===== src/hw/rtl/dsc64_pkg.sv =====
// Shared struct type, constants and helper function for the dual-sum checksum block.
package dsc64_pkg;

  localparam int unsigned WordW = 32;
  localparam int unsigned HalfW = 16;
  localparam int unsigned SumW  = 64;

  localparam logic [HalfW-1:0] Modulus = 16'd65521;

  localparam logic [WordW-1:0] WordSumInit    = 32'd1;
  localparam logic [WordW-1:0] WordSumSumInit = 32'd0;
  localparam logic [HalfW-1:0] ByteSumInit    = 16'd1;
  localparam logic [HalfW-1:0] ByteSumSumInit = 16'd0;

  // The four running sums as they stand after a word has been folded in.
  typedef struct packed {
    logic [WordW-1:0] b;
    logic [WordW-1:0] a;
    logic [HalfW-1:0] d;
    logic [HalfW-1:0] c;
  } dsc_sums_t;

  // Both operands are below the modulus, so one subtract suffices.
  function automatic logic [HalfW-1:0] mod_add(input logic [HalfW-1:0] x,
                                               input logic [HalfW-1:0] y);
    logic [HalfW:0] s;
    s = {1'b0, x} + {1'b0, y};
    if (s >= {1'b0, Modulus}) begin
      s = s - {1'b0, Modulus};
    end
    return s[HalfW-1:0];
  endfunction

endpackage


===== src/hw/rtl/dual_sum_checksum64_top.sv =====
// A final word passes the input, final-sum and output registers before its checksum appears.
// One word per cycle unless a final word waits for the final-sum register; the sums update as a word is taken.
// The input, final-sum and output registers form an elastic pipe, so words keep
// flowing while a checksum waits to be taken.
// Reset empties the pipe and sets the sums to 1, 0, 1 and 0.
module dual_sum_checksum64_top import dsc64_pkg::*; (
  input  logic              clk_i,
  input  logic              rst_ni,
  input  logic              in_valid_i,
  output logic              in_ready_o,
  input  logic [WordW-1:0]  word_i,
  input  logic              last_i,
  output logic              out_valid_o,
  input  logic              out_ready_i,
  output logic [SumW-1:0]   checksum_o
);

  logic              in_valid_q, in_valid_d;
  logic [WordW-1:0]  word_q;
  logic              last_q;
  logic              fin_ready;
  logic              take;
  logic              in_accept;
  dsc_sums_t         sums;

  // A word that does not end a message never needs room further down.
  assign take       = in_valid_q && (!last_q || fin_ready);
  assign in_ready_o = !in_valid_q || take;
  assign in_accept  = in_valid_i && in_ready_o;

  always_comb begin
    in_valid_d = in_valid_q;
    if (in_accept) begin
      in_valid_d = 1'b1;
    end else if (take) begin
      in_valid_d = 1'b0;
    end
  end

  always_ff @(posedge clk_i or negedge rst_ni) begin
    if (!rst_ni) begin
      in_valid_q <= 1'b0;
    end else begin
      in_valid_q <= in_valid_d;
    end
  end

  always_ff @(posedge clk_i) begin
    if (in_accept) begin
      word_q <= word_i;
      last_q <= last_i;
    end
  end

  dsc64_accum u_accum (
    .clk_i  (clk_i),
    .rst_ni (rst_ni),
    .take_i (take),
    .word_i (word_q),
    .last_i (last_q),
    .sums_o (sums)
  );

  dsc64_combine u_combine (
    .clk_i       (clk_i),
    .rst_ni      (rst_ni),
    .load_i      (take && last_q),
    .sums_i      (sums),
    .ready_o     (fin_ready),
    .out_valid_o (out_valid_o),
    .out_ready_i (out_ready_i),
    .checksum_o  (checksum_o)
  );

endmodule


===== src/hw/rtl/dsc64_accum.sv =====
// Running-sum registers and their per-word update.
module dsc64_accum import dsc64_pkg::*; (
  input  logic                clk_i,
  input  logic                rst_ni,
  input  logic                take_i,
  input  logic [WordW-1:0]    word_i,
  input  logic                last_i,
  output dsc_sums_t           sums_o
);

  logic [WordW-1:0] a_q, a_d;
  logic [WordW-1:0] b_q, b_d;
  logic [HalfW-1:0] c_q, c_d;
  logic [HalfW-1:0] d_q, d_d;

  always_comb begin
    a_d = a_q + word_i;
    b_d = b_q + a_d;
    c_d = mod_add(c_q, {{(HalfW-8){1'b0}}, word_i[7:0]});
    d_d = mod_add(d_q, c_d);
  end

  assign sums_o = '{b: b_d, a: a_d, d: d_d, c: c_d};

  // The final word of a message leaves the sums at their starting values.
  always_ff @(posedge clk_i or negedge rst_ni) begin
    if (!rst_ni) begin
      a_q <= WordSumInit;
      b_q <= WordSumSumInit;
      c_q <= ByteSumInit;
      d_q <= ByteSumSumInit;
    end else if (take_i) begin
      if (last_i) begin
        a_q <= WordSumInit;
        b_q <= WordSumSumInit;
        c_q <= ByteSumInit;
        d_q <= ByteSumSumInit;
      end else begin
        a_q <= a_d;
        b_q <= b_d;
        c_q <= c_d;
        d_q <= d_d;
      end
    end
  end

endmodule


===== src/hw/rtl/dsc64_combine.sv =====
// Final-sum register, 64-bit combining add and output register.
module dsc64_combine import dsc64_pkg::*; (
  input  logic               clk_i,
  input  logic               rst_ni,
  input  logic               load_i,
  input  dsc_sums_t          sums_i,
  output logic               ready_o,
  output logic               out_valid_o,
  input  logic               out_ready_i,
  output logic [SumW-1:0]    checksum_o
);

  dsc_sums_t         sums_q;
  logic              fin_valid_q, fin_valid_d;
  logic              out_valid_q, out_valid_d;
  logic [SumW-1:0]   checksum_q;
  logic              out_free;

  assign out_free = !out_valid_q || out_ready_i;
  assign ready_o  = !fin_valid_q || out_free;

  always_comb begin
    fin_valid_d = fin_valid_q;
    if (load_i) begin
      fin_valid_d = 1'b1;
    end else if (out_free) begin
      fin_valid_d = 1'b0;
    end
    out_valid_d = out_free ? fin_valid_q : out_valid_q;
  end

  always_ff @(posedge clk_i or negedge rst_ni) begin
    if (!rst_ni) begin
      fin_valid_q <= 1'b0;
      out_valid_q <= 1'b0;
    end else begin
      fin_valid_q <= fin_valid_d;
      out_valid_q <= out_valid_d;
    end
  end

  always_ff @(posedge clk_i) begin
    if (load_i) begin
      sums_q <= sums_i;
    end
    if (out_free && fin_valid_q) begin
      checksum_q <= {sums_q.b, sums_q.a} + {{(SumW-2*HalfW){1'b0}}, sums_q.d, sums_q.c};
    end
  end

  assign out_valid_o = out_valid_q;
  assign checksum_o  = checksum_q;

endmodule


===== config.mk =====
export PLATFORM = sky130hd
export DESIGN_NAME = dual_sum_checksum64_top
export DESIGN_NICKNAME = d
export VERILOG_FILES = /design/src/hw/rtl/dsc64_pkg.sv /design/src/hw/rtl/dual_sum_checksum64_top.sv /design/src/hw/rtl/dsc64_accum.sv /design/src/hw/rtl/dsc64_combine.sv
export SDC_FILE = /design/constraint.sdc
export NUM_CORES = 1
export LEC_CHECK = 0
export ABC_AREA = 1
export ABC_CLOCK_PERIOD_IN_PS = 5850
export BUFFER_PORTS_ARGS = -buffer_cell sky130_fd_sc_hd__clkbuf_2
export CORE_MARGIN = 2
export CORE_UTILIZATION = 45
export DETAILED_ROUTE_END_ITERATION = 12
export GPL_ROUTABILITY_DRIVEN = 0
export SETUP_SLACK_MARGIN = 0.05
export SYNTH_ARGS = -nofsm -noshare
export SYNTH_HDL_FRONTEND = slang
export SYNTH_HIERARCHICAL = 1
export SYNTH_SLANG_ARGS = --single-unit

===== constraint.sdc =====
create_clock -name clk_i -period 5.85 [get_ports clk_i]
set_clock_uncertainty 0.15 [all_clocks]
set_input_delay 0 -clock clk_i [delete_from_list [all_inputs] [get_ports clk_i]]
set_output_delay 0 -clock clk_i [all_outputs]
set_load 0.1 [all_outputs]

==> results by stage <==
Global routing:
- The initial antenna violation count was 0.
- For this run the aggregate overflow at the end of global routing stands at 0.
- The number of global-route vias before repair is 17100.
- The pin count of the biggest net entering global routing is 86.
- The global-route usage over all layers is 24.6%.
- The global-route wire length before repair is 90300 um.

Placement:
- The estimated wirelength of the detail-placed design is 44500 um.
- The post-placement setup slack is 0.360 ns.
- The count of input and output buffers is 102.

Layout:
- The number of filler instances in the final layout is 4202.
- At the end of the flow the core is filled with cells to 52.9%.
- The layout-stage area growth over the synthesis result is 15.8%.
- The net count of the finished layout is 2981.
- The fraction of final layout cells with drive strength greater than 1 is 10.1%.
- The number of antenna repair diodes is 0.

Setup path:
- STA classifies the critical path endpoint as a flip-flop.
- The delay of the slowest critical-path stage is 0.43 ns.
- The critical path contains buffers and inverters numbering 3 combined.
- The logic depth of the worst register-to-register path is 30.
- The reg-to-reg critical path startpoint is word_q[0].
- The worst-case register-to-register setup slack is 0.49 ns.
- Among all stages on the critical path, the largest delay is contributed by sky130_fd_sc_hd__fa_1.
- The arrival time of the worst setup path is 5.47 ns.
- Among the stages of the critical path, the cell type that occurs most often is sky130_fd_sc_hd__nand2_1.
- The dominant delay contributor by cell family on the critical path is simple AND/OR/NAND/NOR gates.
- The critical path data required time is 5.96 ns.
- The critical path is of the flip-flop to flip-flop type.
- STA classifies the critical path startpoint as a flip-flop.
- The endpoint of the worst register-to-register path is u_combine/sums_q[31].
- The highest fanout seen on the critical path is 10.

Clock network:
- The TritonCTS clock tree is yes.
- The root buffer cell chosen for the clock tree is sky130_fd_sc_hd__clkbuf_16.
- For this design, the sink count on the clock tree is 292.
- The clock slew at the register clock pins of the worst setup and hold paths is 0.06 ns.
- The clock passes through at most 3 buffers.
- Clock tree synthesis inserted a total of 34 buffers.
- The H-tree was split into 2 levels.
- The later pin in the worst-skew pair is clocked with a latency of 0.55 ns.

Pwr:
- Dividing total power by cell area gives a power density of 593 nW/um2.
- The share of total power in the clock network is 16.9%.
- Summed over all nets, the switching power comes to 6.91 mW.
- The static leakage power is 11.8 nW.
- Of the total power, the share spent switching nets is 49.9%.
- The part of the total power dissipated in combinational logic is 56.9%.
- The share of power burned in registers is 26.2%.
- The peak ir drop on the vdd network is 404 uV.
- The total design power is 13.9 mW.
- The internal power of the cells is 6.95 mW.

Synthesis:
- The proportion of synthesized chip area in sequential cells is 41.0%.
- Yosys mapped a number of flops with a built-in enable equal to 193.
- Synthesis instantiated 54 different standard cells from the library.
- In the post-synthesis netlist, the cell with the most instances is sky130_fd_sc_hd__nand2_1.
- After synthesis the netlist holds a flip-flop and latch count of 292.
- The proportion of netlist area held by the largest area contributor is 28.7%.
- The cell count after synthesis is 2622.
- The number of warnings reported in the yosys synthesis log is 6.
- Summing every instance area after synthesis gives 20200 um2.
- In the post-synthesis netlist, the biggest area contributors are sky130_fd_sc_hd__edfxtp_1, sky130_fd_sc_hd__nand2_1, sky130_fd_sc_hd__dfrtp_1.
- Of all cell types, the one taking the most synthesized area is sky130_fd_sc_hd__edfxtp_1.
- The commonest cells after synthesis are sky130_fd_sc_hd__nand2_1, sky130_fd_sc_hd__inv_1, sky130_fd_sc_hd__nor2_1, sky130_fd_sc_hd__edfxtp_1, sky130_fd_sc_hd__nand3_1.
- For this run, the leading register cell type out of synthesis is sky130_fd_sc_hd__edfxtp_1.
- The number of nets in the synthesized netlist is 2788.
- A synthesized cell averages 7.70 um2.
- The share of synthesized registers carrying an async set or reset is 33.9%.

Drt:
- In the final routed layout, each cell accounts on average for 16.5 um.
- The total via count in the routed design is 17900.
- In the routed design, unresolved DRC markers number 0.
- After detailed routing, the number of vias per cell comes to 5.21.
- The total detailed-routing wirelength is 56800 um.
- The number of DRC violations after detailed-routing iteration 0 is 1256.
- The first-pass detailed-route iteration total is 5.
- The count of nets left with antenna violations once routing finished came out at 0.

STA:
- The count of final hold-check violations is 0.
- The final critical path takes up 91.7% of the cycle.
- The max-slew violation count is 0.
- Headroom to the max-slew limit came out at 34.4%.
- Setup slack closes at 0.487 ns.
- The final sum of negative setup slack is 0 ns.
- The final-report setup violation count is 0.
- For the pin with the worst max-slew slack, the measured transition is 0.984 ns.
- For the finished layout, the period the worst path requires is 5.36 ns.
- Setup repair after global routing left no endpoint under its margin.
- The highest clock frequency the design can meet is 186 MHz.

Hold path:
- The number of cells on the worst hold path is 2.
- The worst hold path class is primary input to flip-flop.
- In this run the most critical hold path is launched from word_i[5].
- The end of the worst hold path is word_q[5].

Floorplan:
- The overall die area is 46600 um2.
- The floorplan has 77 rows.
- The die is 216 um tall.
- The core area is 44200 um2.
- The die is 216 um wide.
- For this configuration, the core starts out at a cell density of 45.7%.
- 103 I/O pins were placed.

Run:
- The number of max-capacitance violations reported is 0.

Run status:
- The run finished with clean final reports.
-- what timing repair did --
item | CTS | global route
endpoints found under the hold margin | 102 | 0
setup endpoints to repair | 0 | 32
gates resized for setup | 0 | 4
hold buffers | 64 | 0
buffers inserted | 0 | 5
-- final cells by class --
class,count,area [um2],area share (%)
Tap cell,592,741,3.17
Timing Repair Buffer,181,1290,5.51
Inverter,394,1480,6.33
Clock buffer,42,965,4.12
Multi-Input combinational cell,1912,10400,44.3
Sequential cell,292,8280,35.4
Clock inverter,20,274,1.17
-- worst max path at each step --
stage | startpoint | to | slack (ns) | cells past startpoint
after CTS | word_q[0] | u_combine/sums_q[16] | 0.31 | 30
after global placement | word_q[0] | u_combine/sums_q[17] | 0.56 | 30
after detailed placement | u_accum/c_q[0] | u_combine/sums_q[16] | 0.36 | 29
after global routing | word_q[0] | u_accum/d_q[11] | 0.08 | 34
final | word_q[0] | u_combine/sums_q[31] | 0.49 | 30
after floorplan | u_accum/c_q[0] | u_combine/sums_q[16] | 1.11 | 28
-- power by group through the flow --
stage	Clock (mW)	Sequential [mW]	Combinational, mW
global route	2.47	3.69	8.73
CTS	2.39	3.63	7.78
floorplan	0	4.15	5.03
global placement	0	3.65	7.66
detailed placement	0	3.66	7.71
finish	2.34	3.63	7.89
-- state kept, by name, summed over array words and instances (netlist names) --
signal	flops
u_accum/b_q	32
u_accum/d_q	16
u_accum/c_q	16
last_q	1
u_accum/a_q	32
u_combine/fin_valid_q	1
u_combine/sums_q	96
u_combine/out_valid_o	1
in_valid_q	1
u_combine/checksum_o	64
word_q	32
-- through the flow --
stage / cell area, um2 / hold WS, ns / cells
floorplan: 20200 / -0.446 / 2622
global placement: 21400 / -0.155 / 3301
detailed placement: 21400 / -0.141 / 3301
CTS: 23300 / 0.0000288 / 3427
global route: 23400 / 0.0137 / 3433
finish: 23400 / 0.0264 / 3433
-- cells in the final DEF (no fill, tap or decap), types with 6 or more instances in the layout --
cell / instances
sky130_fd_sc_hd__a21o_1: 14
sky130_fd_sc_hd__a21oi_1: 94
sky130_fd_sc_hd__a22o_1: 38
sky130_fd_sc_hd__a31oi_1: 8
sky130_fd_sc_hd__and2_1: 12
sky130_fd_sc_hd__buf_4: 15
sky130_fd_sc_hd__bufinv_16: 6
sky130_fd_sc_hd__clkbuf_16: 37
sky130_fd_sc_hd__clkbuf_2: 101
sky130_fd_sc_hd__dfrtp_1: 97
sky130_fd_sc_hd__dlygate4sd3_1: 63
sky130_fd_sc_hd__edfxtp_1: 193
sky130_fd_sc_hd__ha_1: 124
sky130_fd_sc_hd__inv_1: 385
sky130_fd_sc_hd__inv_2: 8
sky130_fd_sc_hd__nand2_1: 865
sky130_fd_sc_hd__nand2_2: 48
sky130_fd_sc_hd__nand3_1: 167
sky130_fd_sc_hd__nand3_2: 10
sky130_fd_sc_hd__nand3b_1: 11
sky130_fd_sc_hd__nand4_1: 54
sky130_fd_sc_hd__nor2_1: 191
sky130_fd_sc_hd__nor2_2: 14
sky130_fd_sc_hd__nor2_4: 6
sky130_fd_sc_hd__nor3_1: 25
sky130_fd_sc_hd__nor4_1: 8
sky130_fd_sc_hd__o21ai_0: 50
sky130_fd_sc_hd__o21bai_1: 17
sky130_fd_sc_hd__or2_2: 6
sky130_fd_sc_hd__xnor2_1: 21
sky130_fd_sc_hd__xor2_1: 79
-- kinds of logic after synthesis --
kind of cell,share of synthesized area [%]
and+or+nand+nor,31.0
buffers and inverters,7.91
DFF,41.0
AOI/OAI and AO/OA,7.56
adders and majority gates,8.18
xor gates and xnor gates,4.42
-- per-layer routing --
layer	vias to the layer above	share of wire (%)	track usage [%]
met1	8262	46	34.0
li1	8938	-	-
met3	88	5.8	3.44
met5	-	0	0
met4	0	2.5	7.22
met2	595	46	40.2
Note: power is estimated with default switching activity, not from simulation.
